$ cat src/sv/phsl_pkg.sv
package phsl_pkg;

   localparam int unsigned ChanWidth     = 8;
   localparam int unsigned ChanCount     = 3;
   localparam int unsigned QuotWidth     = 8;
   localparam int unsigned QuotIdxWidth  = $clog2(QuotWidth);
   localparam int unsigned DivSteps      = 2;
   localparam int unsigned DivStages     = QuotWidth / DivSteps;
   localparam int unsigned FwdStages     = 2;
   localparam int unsigned BackStages    = 5;
   localparam int unsigned PipeDepth     = FwdStages + DivStages + BackStages;
   localparam int unsigned CsrIndexWidth = 2;
   localparam int unsigned CsrDataWidth  = 9;
   localparam int unsigned HueNumWidth   = 14;
   localparam int unsigned HueDenWidth   = 8;
   localparam int unsigned SatNumWidth   = 16;
   localparam int unsigned SatDenWidth   = 10;

   localparam logic [7:0]  HueScale     = 8'd43;
   localparam logic [7:0]  HueGreenBase = 8'd85;
   localparam logic [7:0]  HueBlueBase  = 8'd171;
   localparam logic [7:0]  SatScale     = 8'd255;
   localparam logic [9:0]  SatSpan      = 10'd512;
   localparam logic [7:0]  LightMid     = 8'd128;
   localparam logic [7:0]  ChanMax      = 8'd255;
   localparam logic [8:0]  WeightFull   = 9'd256;
   // ceil(2^24 / 43): x*256/43 == (x*WeightRecip) >> 16 for x < 43
   localparam logic [18:0] WeightRecip  = 19'd390168;

   typedef enum logic [1:0] {
      SECTOR_RED,
      SECTOR_GREEN,
      SECTOR_BLUE
   } phsl_sector_type;

   typedef enum logic [CsrIndexWidth-1:0] {
      CSR_HUE_OFFSET,
      CSR_SAT_OFFSET,
      CSR_LIGHT_OFFSET
   } phsl_csr_index_type;

   typedef struct packed {
      logic [7:0]        hue_offset;
      logic signed [8:0] sat_offset;
      logic signed [8:0] light_offset;
   } phsl_cfg_type;

   typedef struct packed {
      phsl_sector_type sector;
      logic            neg;
      logic            grey;
      logic            sat_en;
      logic [7:0]      light;
   } phsl_side_type;

   typedef struct packed {
      logic [HueNumWidth-1:0] num_h;
      logic [HueDenWidth-1:0] den_h;
      logic [SatNumWidth-1:0] num_s;
      logic [SatDenWidth-1:0] den_s;
   } phsl_div_op_type;

   // hue sector weight: x*256/43 truncated, capped at 256
   function automatic logic [8:0] phsl_weight(input logic [6:0] x);
      logic [25:0] prod;
      prod = 26'(x) * 26'(WeightRecip);
      if (x >= 7'(HueScale)) return WeightFull;
      return {1'b0, prod[23:16]};
   endfunction

endpackage

$ cat src/sv/phsl_fwd.sv
module phsl_fwd (
   input  logic                               clock,
   input  logic [phsl_pkg::FwdStages-1:0]     en,
   input  logic [phsl_pkg::ChanWidth-1:0]     red,
   input  logic [phsl_pkg::ChanWidth-1:0]     green,
   input  logic [phsl_pkg::ChanWidth-1:0]     blue,
   output phsl_pkg::phsl_div_op_type          oper,
   output phsl_pkg::phsl_side_type            side
);

   logic [7:0]                mx_in, mn_in, mx_ff, mn_ff;
   phsl_pkg::phsl_sector_type sector_in, sector_ff;
   logic signed [8:0]         diff_in, diff_ff;

   always_comb begin
      mx_in = (green > red) ? green : red;
      if (blue > mx_in) mx_in = blue;
      mn_in = (green < red) ? green : red;
      if (blue < mn_in) mn_in = blue;
      priority if (mx_in == red) begin
         sector_in = phsl_pkg::SECTOR_RED;
         diff_in   = $signed({1'b0, green}) - $signed({1'b0, blue});
      end else if (mx_in == green) begin
         sector_in = phsl_pkg::SECTOR_GREEN;
         diff_in   = $signed({1'b0, blue}) - $signed({1'b0, red});
      end else begin
         sector_in = phsl_pkg::SECTOR_BLUE;
         diff_in   = $signed({1'b0, red}) - $signed({1'b0, green});
      end
   end

   always_ff @(posedge clock) begin
      if (en[0]) begin
         mx_ff     <= mx_in;
         mn_ff     <= mn_in;
         sector_ff <= sector_in;
         diff_ff   <= diff_in;
      end
   end

   logic [7:0]                  delta, light, mag;
   logic [8:0]                  sum;
   phsl_pkg::phsl_div_op_type   oper_in, oper_ff;
   phsl_pkg::phsl_side_type     side_in, side_ff;

   always_comb begin
      delta = mx_ff - mn_ff;
      sum   = {1'b0, mx_ff} + {1'b0, mn_ff};
      light = sum[8:1];
      mag   = diff_ff[8] ? 8'(9'd0 - diff_ff) : diff_ff[7:0];

      oper_in.num_h = phsl_pkg::HueNumWidth'(mag) * phsl_pkg::HueNumWidth'(phsl_pkg::HueScale);
      oper_in.den_h = delta;
      oper_in.num_s = phsl_pkg::SatNumWidth'(delta)
                    * phsl_pkg::SatNumWidth'(phsl_pkg::SatScale);
      oper_in.den_s = (light > phsl_pkg::LightMid)
                    ? phsl_pkg::SatSpan - phsl_pkg::SatDenWidth'(delta)
                    : phsl_pkg::SatDenWidth'(sum);

      side_in.sector = sector_ff;
      side_in.neg    = diff_ff[8];
      side_in.grey   = (delta == 8'd0);
      side_in.sat_en = (light != 8'd0) && (light != phsl_pkg::ChanMax);
      side_in.light  = light;
   end

   always_ff @(posedge clock) begin
      if (en[1]) begin
         oper_ff <= oper_in;
         side_ff <= side_in;
      end
   end

   assign oper = oper_ff;
   assign side = side_ff;

endmodule

$ cat src/sv/phsl_div.sv
module phsl_div (
   input  logic                                clock,
   input  logic [phsl_pkg::DivStages-1:0]      en,
   input  phsl_pkg::phsl_div_op_type           oper,
   input  phsl_pkg::phsl_side_type             up_side,
   output logic [phsl_pkg::QuotWidth-1:0]      hue_quot,
   output logic [phsl_pkg::QuotWidth-1:0]      sat_quot,
   output phsl_pkg::phsl_side_type             side
);

   localparam int unsigned Stages   = phsl_pkg::DivStages;
   localparam int unsigned QW       = phsl_pkg::QuotWidth;
   localparam int unsigned QiW      = phsl_pkg::QuotIdxWidth;
   localparam int unsigned HueNumW  = phsl_pkg::HueNumWidth;
   localparam int unsigned SatNumW  = phsl_pkg::SatNumWidth;
   localparam int unsigned HueTrW   = phsl_pkg::HueDenWidth + QW - 1;
   localparam int unsigned SatTrW   = phsl_pkg::SatDenWidth + QW - 1;

   phsl_pkg::phsl_div_op_type oper_src [Stages];
   phsl_pkg::phsl_div_op_type oper_in  [Stages];
   phsl_pkg::phsl_div_op_type oper_ff  [Stages];
   logic [QW-1:0]             hq_src [Stages], hq_in [Stages], hq_ff [Stages];
   logic [QW-1:0]             sq_src [Stages], sq_in [Stages], sq_ff [Stages];
   phsl_pkg::phsl_side_type   side_src [Stages], side_ff [Stages];

   always_comb begin
      oper_src[0] = oper;
      hq_src[0]   = '0;
      sq_src[0]   = '0;
      side_src[0] = up_side;
      for (int g = 1; g < Stages; g++) begin
         oper_src[g] = oper_ff[g-1];
         hq_src[g]   = hq_ff[g-1];
         sq_src[g]   = sq_ff[g-1];
         side_src[g] = side_ff[g-1];
      end
   end

   // restoring division, DivSteps quotient bits per stage, MSB first
   always_comb begin
      phsl_pkg::phsl_div_op_type work;
      logic [QW-1:0]     hq, sq;
      logic [QiW-1:0]    pos;
      logic [HueTrW-1:0] hue_trial;
      logic [SatTrW-1:0] sat_trial;
      for (int g = 0; g < Stages; g++) begin
         work = oper_src[g];
         hq   = hq_src[g];
         sq   = sq_src[g];
         for (int j = 0; j < phsl_pkg::DivSteps; j++) begin
            pos       = QiW'(QW - 1 - g * phsl_pkg::DivSteps - j);
            hue_trial = HueTrW'(work.den_h) << pos;
            sat_trial = SatTrW'(work.den_s) << pos;
            if (HueTrW'(work.num_h) >= hue_trial) begin
               work.num_h = work.num_h - HueNumW'(hue_trial);
               hq[pos]    = 1'b1;
            end
            if (SatTrW'(work.num_s) >= sat_trial) begin
               work.num_s = work.num_s - SatNumW'(sat_trial);
               sq[pos]    = 1'b1;
            end
         end
         oper_in[g] = work;
         hq_in[g]   = hq;
         sq_in[g]   = sq;
      end
   end

   always_ff @(posedge clock) begin
      for (int g = 0; g < Stages; g++) begin
         if (en[g]) begin
            oper_ff[g] <= oper_in[g];
            hq_ff[g]   <= hq_in[g];
            sq_ff[g]   <= sq_in[g];
            side_ff[g] <= side_src[g];
         end
      end
   end

   assign hue_quot = hq_ff[Stages-1];
   assign sat_quot = sq_ff[Stages-1];
   assign side     = side_ff[Stages-1];

endmodule

$ cat src/sv/phsl_back.sv
module phsl_back (
   input  logic                               clock,
   input  logic [phsl_pkg::BackStages-1:0]    en,
   input  phsl_pkg::phsl_cfg_type             cfg,
   input  logic [phsl_pkg::QuotWidth-1:0]     hue_quot,
   input  logic [phsl_pkg::QuotWidth-1:0]     sat_quot,
   input  phsl_pkg::phsl_side_type            side,
   output logic [phsl_pkg::ChanWidth-1:0]     red,
   output logic [phsl_pkg::ChanWidth-1:0]     green,
   output logic [phsl_pkg::ChanWidth-1:0]     blue
);

   localparam int unsigned Chans = phsl_pkg::ChanCount;

   function automatic logic [7:0] clamp_chan(input logic signed [9:0] v);
      if (v < 10'sd0) return 8'd0;
      if (v > 10'sd255) return 8'hFF;
      return v[7:0];
   endfunction

   // stage 1: hue assembly and rotation, offset clamps
   logic [7:0]        hue_base, hue_mag, hue_raw, sat_raw;
   logic [7:0]        hue_in, sat1_in, light1_in;
   logic [7:0]        hue_ff, sat1_ff, light1_ff;

   always_comb begin
      unique case (side.sector)
         phsl_pkg::SECTOR_RED:   hue_base = 8'd0;
         phsl_pkg::SECTOR_GREEN: hue_base = phsl_pkg::HueGreenBase;
         phsl_pkg::SECTOR_BLUE:  hue_base = phsl_pkg::HueBlueBase;
         default:                hue_base = 8'd0;
      endcase
      hue_mag   = side.neg ? 8'd0 - hue_quot : hue_quot;
      hue_raw   = side.grey ? 8'd0 : hue_base + hue_mag;
      hue_in    = hue_raw + cfg.hue_offset;
      sat_raw   = side.sat_en ? sat_quot : 8'd0;
      sat1_in   = clamp_chan($signed({2'b00, sat_raw}) + 10'(cfg.sat_offset));
      light1_in = clamp_chan($signed({2'b00, side.light}) + 10'(cfg.light_offset));
   end

   always_ff @(posedge clock) begin
      if (en[0]) begin
         hue_ff    <= hue_in;
         sat1_ff   <= sat1_in;
         light1_ff <= light1_in;
      end
   end

   // stage 2: per-channel weights from hue sector
   logic [8:0] w_in [Chans], w_ff [Chans];
   logic [7:0] sat2_ff, light2_ff;

   always_comb begin
      priority if (hue_ff < phsl_pkg::HueGreenBase) begin
         w_in[0] = phsl_pkg::phsl_weight(7'(phsl_pkg::HueGreenBase - hue_ff));
         w_in[1] = phsl_pkg::phsl_weight(7'(hue_ff));
         w_in[2] = 9'd0;
      end else if (hue_ff < phsl_pkg::HueBlueBase) begin
         w_in[0] = 9'd0;
         w_in[1] = phsl_pkg::phsl_weight(7'(phsl_pkg::HueBlueBase - hue_ff));
         w_in[2] = phsl_pkg::phsl_weight(7'(hue_ff - phsl_pkg::HueGreenBase));
      end else begin
         w_in[0] = phsl_pkg::phsl_weight(7'(hue_ff - phsl_pkg::HueBlueBase));
         w_in[1] = 9'd0;
         w_in[2] = phsl_pkg::phsl_weight(7'(8'd0 - hue_ff));
      end
   end

   always_ff @(posedge clock) begin
      if (en[1]) begin
         w_ff      <= w_in;
         sat2_ff   <= sat1_ff;
         light2_ff <= light1_ff;
      end
   end

   // stage 3: S*w/256
   logic [16:0] sw [Chans];
   logic [7:0]  p_ff [Chans];
   logic [7:0]  sat3_ff, light3_ff;

   always_comb begin
      for (int c = 0; c < Chans; c++) begin
         sw[c] = 17'(sat2_ff) * 17'(w_ff[c]);
      end
   end

   always_ff @(posedge clock) begin
      if (en[2]) begin
         for (int c = 0; c < Chans; c++) p_ff[c] <= sw[c][15:8];
         sat3_ff   <= sat2_ff;
         light3_ff <= light2_ff;
      end
   end

   // stage 4: t and lightness scale product
   logic [9:0]  t [Chans];
   logic [16:0] mt [Chans];
   logic [7:0]  scale_in, scale_ff;
   logic [7:0]  mt_ff [Chans];
   logic        upper_ff;

   always_comb begin
      scale_in = (light3_ff < phsl_pkg::LightMid) ? light3_ff
               : 8'(9'd256 - {1'b0, light3_ff});
      for (int c = 0; c < Chans; c++) begin
         t[c]  = {1'b0, p_ff[c], 1'b0} + 10'(phsl_pkg::WeightFull) - 10'(sat3_ff);
         mt[c] = 17'(scale_in) * 17'(t[c]);
      end
   end

   always_ff @(posedge clock) begin
      if (en[3]) begin
         for (int c = 0; c < Chans; c++) mt_ff[c] <= mt[c][15:8];
         scale_ff <= scale_in;
         upper_ff <= !(light3_ff < phsl_pkg::LightMid);
      end
   end

   // stage 5: upper half subtracts 2*(256-L), kept mod 256
   logic [7:0] out_in [Chans], out_ff [Chans];

   always_comb begin
      for (int c = 0; c < Chans; c++) begin
         out_in[c] = mt_ff[c] - (upper_ff ? {scale_ff[6:0], 1'b0} : 8'd0);
      end
   end

   always_ff @(posedge clock) begin
      if (en[4]) begin
         out_ff <= out_in;
      end
   end

   assign red   = out_ff[0];
   assign green = out_ff[1];
   assign blue  = out_ff[2];

endmodule

$ cat src/sv/pixel_hsl_shift_core.sv
// Channel  Dir  Handshake                 Beat payload
// req      in   req_valid / req_stall     req_red_in, req_green_in, req_blue_in
// rsp      out  rsp_valid / rsp_stall     rsp_red_out, rsp_green_out, rsp_blue_out
// csr      in   csr_write_enable          csr_index, csr_write_data
//
// One pixel per cycle sustained while rsp is not stalled; 11 register stages
// (2 front, 4 divider at 2 quotient bits each, 5 back).
// The hue and saturation divider is radix-4.
// Synchronous reset clears the stage valid bits and the three offsets.
// A stalled rsp beat holds; upstream stages keep filling bubbles, so req
// is taken until all 11 stages hold a beat.
module pixel_hsl_shift_core (
   input  logic                                 clock,
   input  logic                                 reset,

   input  logic                                 req_valid,
   output logic                                 req_stall,
   input  logic [phsl_pkg::ChanWidth-1:0]       req_red_in,
   input  logic [phsl_pkg::ChanWidth-1:0]       req_green_in,
   input  logic [phsl_pkg::ChanWidth-1:0]       req_blue_in,

   output logic                                 rsp_valid,
   input  logic                                 rsp_stall,
   output logic [phsl_pkg::ChanWidth-1:0]       rsp_red_out,
   output logic [phsl_pkg::ChanWidth-1:0]       rsp_green_out,
   output logic [phsl_pkg::ChanWidth-1:0]       rsp_blue_out,

   input  logic                                 csr_write_enable,
   input  logic [phsl_pkg::CsrIndexWidth-1:0]   csr_index,
   input  logic [phsl_pkg::CsrDataWidth-1:0]    csr_write_data
);

   localparam int unsigned Depth = phsl_pkg::PipeDepth;
   localparam int unsigned DivLo = phsl_pkg::FwdStages;
   localparam int unsigned BckLo = phsl_pkg::FwdStages + phsl_pkg::DivStages;

   phsl_pkg::phsl_cfg_type cfg_ff;

   always_ff @(posedge clock) begin
      if (reset) begin
         cfg_ff <= '0;
      end else if (csr_write_enable) begin
         unique case (csr_index)
            phsl_pkg::CSR_HUE_OFFSET:   cfg_ff.hue_offset   <= csr_write_data[7:0];
            phsl_pkg::CSR_SAT_OFFSET:   cfg_ff.sat_offset   <= csr_write_data;
            phsl_pkg::CSR_LIGHT_OFFSET: cfg_ff.light_offset <= csr_write_data;
            default: ;
         endcase
      end
   end

   // stage k loads when empty or when its beat moves on
   logic [Depth-1:0] stage_en, valid_in, valid_ff;

   always_comb begin
      stage_en[Depth-1] = !valid_ff[Depth-1] || !rsp_stall;
      for (int k = Depth - 2; k >= 0; k--) begin
         stage_en[k] = !valid_ff[k] || stage_en[k+1];
      end
      valid_in[0] = stage_en[0] ? req_valid : valid_ff[0];
      for (int k = 1; k < Depth; k++) begin
         valid_in[k] = stage_en[k] ? valid_ff[k-1] : valid_ff[k];
      end
   end

   always_ff @(posedge clock) begin
      if (reset) begin
         valid_ff <= '0;
      end else begin
         valid_ff <= valid_in;
      end
   end

   assign req_stall = !stage_en[0];
   assign rsp_valid = valid_ff[Depth-1];

   phsl_pkg::phsl_div_op_type              fwd_oper;
   phsl_pkg::phsl_side_type                fwd_side, div_side;
   logic [phsl_pkg::QuotWidth-1:0]         hue_quot, sat_quot;

   phsl_fwd u_fwd (
      .clock (clock),
      .en    (stage_en[DivLo-1:0]),
      .red   (req_red_in),
      .green (req_green_in),
      .blue  (req_blue_in),
      .oper  (fwd_oper),
      .side  (fwd_side)
   );

   phsl_div u_div (
      .clock    (clock),
      .en       (stage_en[BckLo-1:DivLo]),
      .oper     (fwd_oper),
      .up_side  (fwd_side),
      .hue_quot (hue_quot),
      .sat_quot (sat_quot),
      .side     (div_side)
   );

   phsl_back u_back (
      .clock    (clock),
      .en       (stage_en[Depth-1:BckLo]),
      .cfg      (cfg_ff),
      .hue_quot (hue_quot),
      .sat_quot (sat_quot),
      .side     (div_side),
      .red      (rsp_red_out),
      .green    (rsp_green_out),
      .blue     (rsp_blue_out)
   );

endmodule

$ cat config.mk
export PLATFORM = sky130hd
export DESIGN_NAME = pixel_hsl_shift_core
export DESIGN_NICKNAME = d
export VERILOG_FILES = /design/src/sv/phsl_pkg.sv /design/src/sv/phsl_fwd.sv /design/src/sv/phsl_div.sv /design/src/sv/phsl_back.sv /design/src/sv/pixel_hsl_shift_core.sv
export SDC_FILE = /design/constraint.sdc
export NUM_CORES = 2
export LEC_CHECK = 0
export BUFFER_PORTS_ARGS = -buffer_cell sky130_fd_sc_hd__buf_2
export CAP_MARGIN = 30
export CELL_PAD_IN_SITES_DETAIL_PLACEMENT = 1
export CELL_PAD_IN_SITES_GLOBAL_PLACEMENT = 2
export CORE_AREA = 2 2 357 359
export DETAILED_ROUTE_END_ITERATION = 8
export DIE_AREA = 0 0 359 361
export GPL_TIMING_DRIVEN = 0
export PLACE_DENSITY_LB_ADDON = 0.1
export SYNTH_ARGS = -nofsm -noshare
export SYNTH_HDL_FRONTEND = slang
export SYNTH_HIERARCHICAL = 1
export SYNTH_SLANG_ARGS = --single-unit
export TNS_END_PERCENT = 5
$ cat constraint.sdc
create_clock -name clock -period 8.8 [get_ports clock]
set_clock_uncertainty 0.15 [all_clocks]
set_input_delay 0.44 -clock clock [delete_from_list [all_inputs] [get_ports clock]]
set_output_delay 0.44 -clock clock [all_outputs]
set_load 0.005 [all_outputs]
**Yosys cells after proc, flatten, opt, wreduce, memory -nomap -nowiden**

Memories as Yosys holds them, arrays and structs flattened.
Index checks and enable logic that the tools add are counted.

- Bits in registers: 240
- Memory bits (writable): 356
- Input bits: 40
- Output and inout port bits: 26
- Logic and storage cells: 282
- Memories: 6

- $add $sub $neg: 43
- Multipliers: 14
- Order comparisons: 34
- Equality and inequality tests: 7
- Multiplexer cells: 103
- Reductions and logical operators: 32

Memories:

| name | words | bits a word | read ports | clocked after Yosys merged registers in | wr ports | RTL line | text |
|---|---|---|---|---|---|---|---|
| u_div.oper_ff | 4 | 48 | 3 | 0 | 4 | phsl_div.sv:21 | `phsl_pkg::phsl_div_op_type oper_ff [Stages];` |
| u_div.side_ff | 4 | 13 | 4 | 0 | 4 | phsl_div.sv:24 | `phsl_pkg::phsl_side_type side_src [Stages], side_ff [Stages];` |
| u_div.hq_ff | 4 | 8 | 4 | 0 | 4 | phsl_div.sv:22 | `logic [QW-1:0] hq_src [Stages], hq_in [Stages], hq_ff [Stages];` |
| u_div.sq_ff | 4 | 8 | 4 | 0 | 4 | phsl_div.sv:23 | `logic [QW-1:0] sq_src [Stages], sq_in [Stages], sq_ff [Stages];` |
| u_back.mt_ff | 3 | 8 | 3 | 0 | 3 | phsl_back.sv:100 | `logic [7:0] mt_ff [Chans];` |
| u_back.p_ff | 3 | 8 | 3 | 0 | 3 | phsl_back.sv:79 | `logic [7:0] p_ff [Chans];` |

Operators with widths:

| operator | count |
|---|---|
| $mux 8 | 18 |
| $mux 9 | 15 |
| $mux 16 | 8 |
| $mul 7x16->21 const B | 6 |
| $mux 14 | 8 |
| $mux 27 | 2 |
| $mux 1 | 50 |
| $mul 8x10->16 | 3 |
| $mul 8x9->16 | 3 |
| $ge 7x6->1 const B | 6 |
| $sub 16x16->16 | 2 |
| $sub 8x8->8 | 4 |
| $add 9x9->10 const B | 3 |
| $sub 10x8->10 | 3 |
| $sub 14x14->14 | 2 |
| $sub 8x8->9 | 3 |
| $sub 1x8->8 const A | 3 |
| $add 9x9->10 | 2 |
| $gt 10x9->1 const B | 2 |
| $lt 10x1->1 const B | 2 |
| $ge 16x17->1 | 1 |
| $add 8x8->8 | 2 |
| $eq 8x8->1 | 2 |
| $ge 16x10->1 | 1 |
| other kinds (52) | 82 |

**Longest topological paths before layout**

- Depth in word-level cells: 13
- Mapped depth: 26

**By module**

The synthesis kept the hierarchy.

Modules (own cells, without submodules):

| module | times used | cells an instance | area each (sq um) |
|---|---|---|---|
| phsl_back | 1 | 3116 | 30347.9 |
| phsl_div | 1 | 1323 | 14993.1 |
| phsl_fwd | 1 | 806 | 8276.7 |
| pixel_hsl_shift_core | 1 | 144 | 1441.4 |

**Worst setup path after synthesis**

No wires, ideal clock.

- Kind: register -> register
- Start: register u_back.hue_ff[0]
- End: register u_back/w_ff[7] (netlist bit), data pin
- Arrival time: 6928 ps
- Required time: 8480 ps
- Slack: 1552 ps
- Cell stages (with the launch flop): 23
- Clock period less this slack: 7248 ps
- Cell sequence: edfxtp_1 inv_2 ha_1 nor2b_1 o21ai_1 a21oi_1 nor2_1 fa_1 inv_1 fa_1 inv_1 fa_1 inv_1 fa_1 inv_1 ha_1 and2_1 o21ai_0 o31ai_1 or2_2 o2111ai_1 o31ai_1 o32ai_2

- Word-level cells in the longest chain between the ends: 7
- Elaborated cells on any way between the ends: 17
- Those cells by class: 2 x add/sub; 2 x mul; 4 x order compare; 9 x mux

Ends and longest elaborated chain:

| what | RTL line | text |
|---|---|---|
| from (decl) | phsl_back.sv:24 | `logic [7:0] hue_ff, sat1_ff, light1_ff;` |
| from (signal assigned) | phsl_back.sv:43 | `hue_ff <= hue_in;` |
| parallel branches: the longest is 7 deep, another holds $mul 7x16->21 | -- |  |
| to (signal assigned) | phsl_back.sv:71 | `w_ff <= w_in;` |
| to (decl) | phsl_back.sv:50 | `logic [8:0] w_in [Chans], w_ff [Chans];` |

Parallel ways; which one is timed is not known. The select of a mux whose other input is x is not followed.
A chain may end at the register's enable or synchronous reset.

==> results.cfg <==
[clock_tree]
insertion_delay_ps = 690
h-tree-depth = 2
clkTransAtPathRegs_ps = 60
cts-resized-gates = 0
cts.sinks = 522
clockRootBuffer = clkbuf_16
cts_tree = yes
postCtsSetupBuffers = 0
cts_made_buffers = 61
cts_max_path_buffers = 3

[synthesis]
syn-mean-instance-area_um2 = 10.2
yosys_register_bits = 522
synth_most_common_cell = ha_1
synth_top_area_frac = 0.265
synth_edf_count = 485
ys_seq_area_frac = 0.278
yosys-top-cells-area = edfxtp_1 (26%), ha_1 (20%), fa_1 (15%)
ys_warn_count = 6
synthTopCellsByCount = ha_1 (878), inv_1 (846), edfxtp_1 (485)
async_flop_share = 0
synthCells = 5389
synth_ff_type = edfxtp_1
ys_types = 119
synth_nets = 6727
syn_area_um2 = 55100
synth_area_leader_cell = edfxtp_1

[critical_path]
worstSetupPathType = register to register
cp_max_fo = 10
cp.arrival_ps = 8240
crit_start = u_back/light3_ff[0]
crit_path_start_kind = register
slowest_stage = clkbuf_1
r2r_cells = 25
worstSetupEndpoint = u_back/mt_ff[0][15]
slowest_delay_ps = 660
critPathRequiredTime_ps = 9070
cp-end-kind = register
r2r_start = u_back/light3_ff[0]
rrSetupSlack_ps = 840
timing.rr.end = u_back/mt_ff[0][15]

[route]
drtIter0Drc = 1572
vias = 38100
drcViolationCount = 0
wl_um = 141000
ant_nets = 0
viasPerCell = 5.26
post_drt_wl_per_cell_um = 19.4
dr.pass1.iters = 5

[timing]
worst_slew_pin_slew_ps = 927
tns_ps = 0
rsz0062_at_grt = no
setup_viol = 0
post-route-period-util = 0.905
max_slew_margin = 0.378
maxSlewViolCount = 0
final_hold_viol_count = 0
finalCriticalPeriod_ps = 7960
fmax_mhz = 126

[floorplanning]
die_x_um = 359
die_h_um = 361
die_area_um2 = 130000
io_pins = 66
fp-row-count = 130
initial_core_util = 0.439
core_area_um2 = 125000

[cells_and_area]
syn_to_final_growth_pct = 9.13
fillers = 13800
nets = 6886
final_area_um2 = 60100
final-seq-area_um2 = 15300
final_core_util = 0.479
n_antenna_cell = 0
drive_gt1_frac = 0.0702
multi_input_area_um2 = 36200

[grt]
grt_max_degree = 43
grt-ovfl-total = 0
grt_usage = 0.221
antenna_found_initial = 3
grt_pass1_vias = 41400
grt_pass1_wl_um = 228000

[run_status]
status = finished, final reports clean

[place]
gp_congestion = 0.853
hpwl_um = 116000
placed_cell_area_um2 = 57800
io_buffers = 65

[min_path]
hold_path.class = input pin to register

[job]
drv_cap = 0
## flip-flops by register name (all words and copies together), names as in the netlist, 9 cells and up
register,flops
cfg_ff,26
u_back/mt_ff,24
u_back/p_ff,24
u_back/w_ff,27
u_div/hq_ff,20
u_div/oper_ff,144
u_div/side_ff,52
u_div/sq_ff,20
u_fwd/diff_ff,9
u_fwd/oper,46
u_fwd/side,13
valid_ff,11
## metal layers
metal / vias up / track usage / wire length (um)
met5: - / 0 / 0
met4: 0 / 0.0443 / 2650
met3: 132 / 0.0191 / 3130
met2: 372 / 0.376 / 66000
met1: 19000 / 0.308 / 69000
li1: 18600 / - / -
## critical path: cells and delay by family, from the launching register on
kind | cells | cell delay, ps
compound gates | 6 | 1360
xor+xnor | 2 | 420
fa+ha+maj | 6 | 2730
buf+inv | 8 | 1960
flops | 1 | 560
simple gates | 3 | 540
## kinds of logic (layout without fill, tap and decap cells)
kind of cell / count (synthesis) / after routing / synth area share
multiplexers: 140 / 140 / 0.0275
AND/OR/NAND/NOR: 1277 / 1277 / 0.115
adder cells (fa/ha/maj): 1298 / 1298 / 0.352
XOR/XNOR: 403 / 403 / 0.0648
AO/OA/AOI/OAI: 811 / 811 / 0.0967
flip-flops: 522 / 522 / 0.278
buffers and inverters: 938 / 1149 / 0.0654
## worst min path at each step
stage,depth (start not counted),slack [ps],start,to
detailed placement,0,260,u_div/sq_ff[0][6],u_div/sq_ff[1][6]
global route,2,50,req_blue_in[0],u_fwd/mx_ff[0]
floorplan,0,250,u_back/mt_ff[0][16],u_back/blue[0]
CTS,2,30,req_blue_in[0],u_fwd/mx_ff[0]
finish,3,70,rsp_stall,valid_ff[10]
global placement,0,250,u_div/side_ff[0][10],u_div/side_ff[1][10]
## per-stage QoR
step           hold slack, ps  instances  setup WS, ps
2_1_floorplan             250       5389          1550
3_3_place_gp              252       7104          -363
3_5_place_dp              255       7122           694
4_1_cts                  31.9       7249           733
5_1_grt                  52.5       7250           430
6_report                 70.4       7250           837
## layout make-up
class	instances	area share
Tap cell	1650	0.0344
Sequential cell	522	0.255
Inverter	858	0.0536
Clock buffer	69	0.0259
Clock inverter	46	0.00960
Timing Repair Buffer	96	0.0132
Multi-Input combinational cell	3929	0.602
Buffer	80	0.00635
## what timing repair did
| action | in CTS | in global routing |
|---|---|---|
| setup endpoints to repair | 0 | 0 |
| hold endpoints to repair | 25 | 0 |
| hold buffers | 12 | 0 |
## layout by cell type (no fill, tap or decap), types with 35 or more instances in the layout
| cell | instances |
|---|---|
| inv_1 | 846 |
| nor2_1 | 394 |
| xnor2_1 | 277 |
| dfxtp_1 | 37 |
| clkbuf_1 | 57 |
| xor2_1 | 123 |
| o21bai_1 | 35 |
| clkbuf_16 | 61 |
| a21o_1 | 87 |
| nand2b_1 | 60 |
| fa_1 | 420 |
| o21a_1 | 38 |
| ha_1 | 878 |
| mux2_2 | 69 |
| and2_1 | 154 |
| buf_2 | 81 |
| o21ai_0 | 129 |
| nand3_1 | 47 |
| nand4_1 | 38 |
| a21oi_1 | 274 |
| nor3_1 | 61 |
| nor2b_1 | 80 |
| nand2_1 | 288 |
| edfxtp_1 | 485 |
| mux2i_1 | 65 |
Power is not shown: default switching activity piles up to over one toggle a cycle in this logic, so the estimate is an artifact.
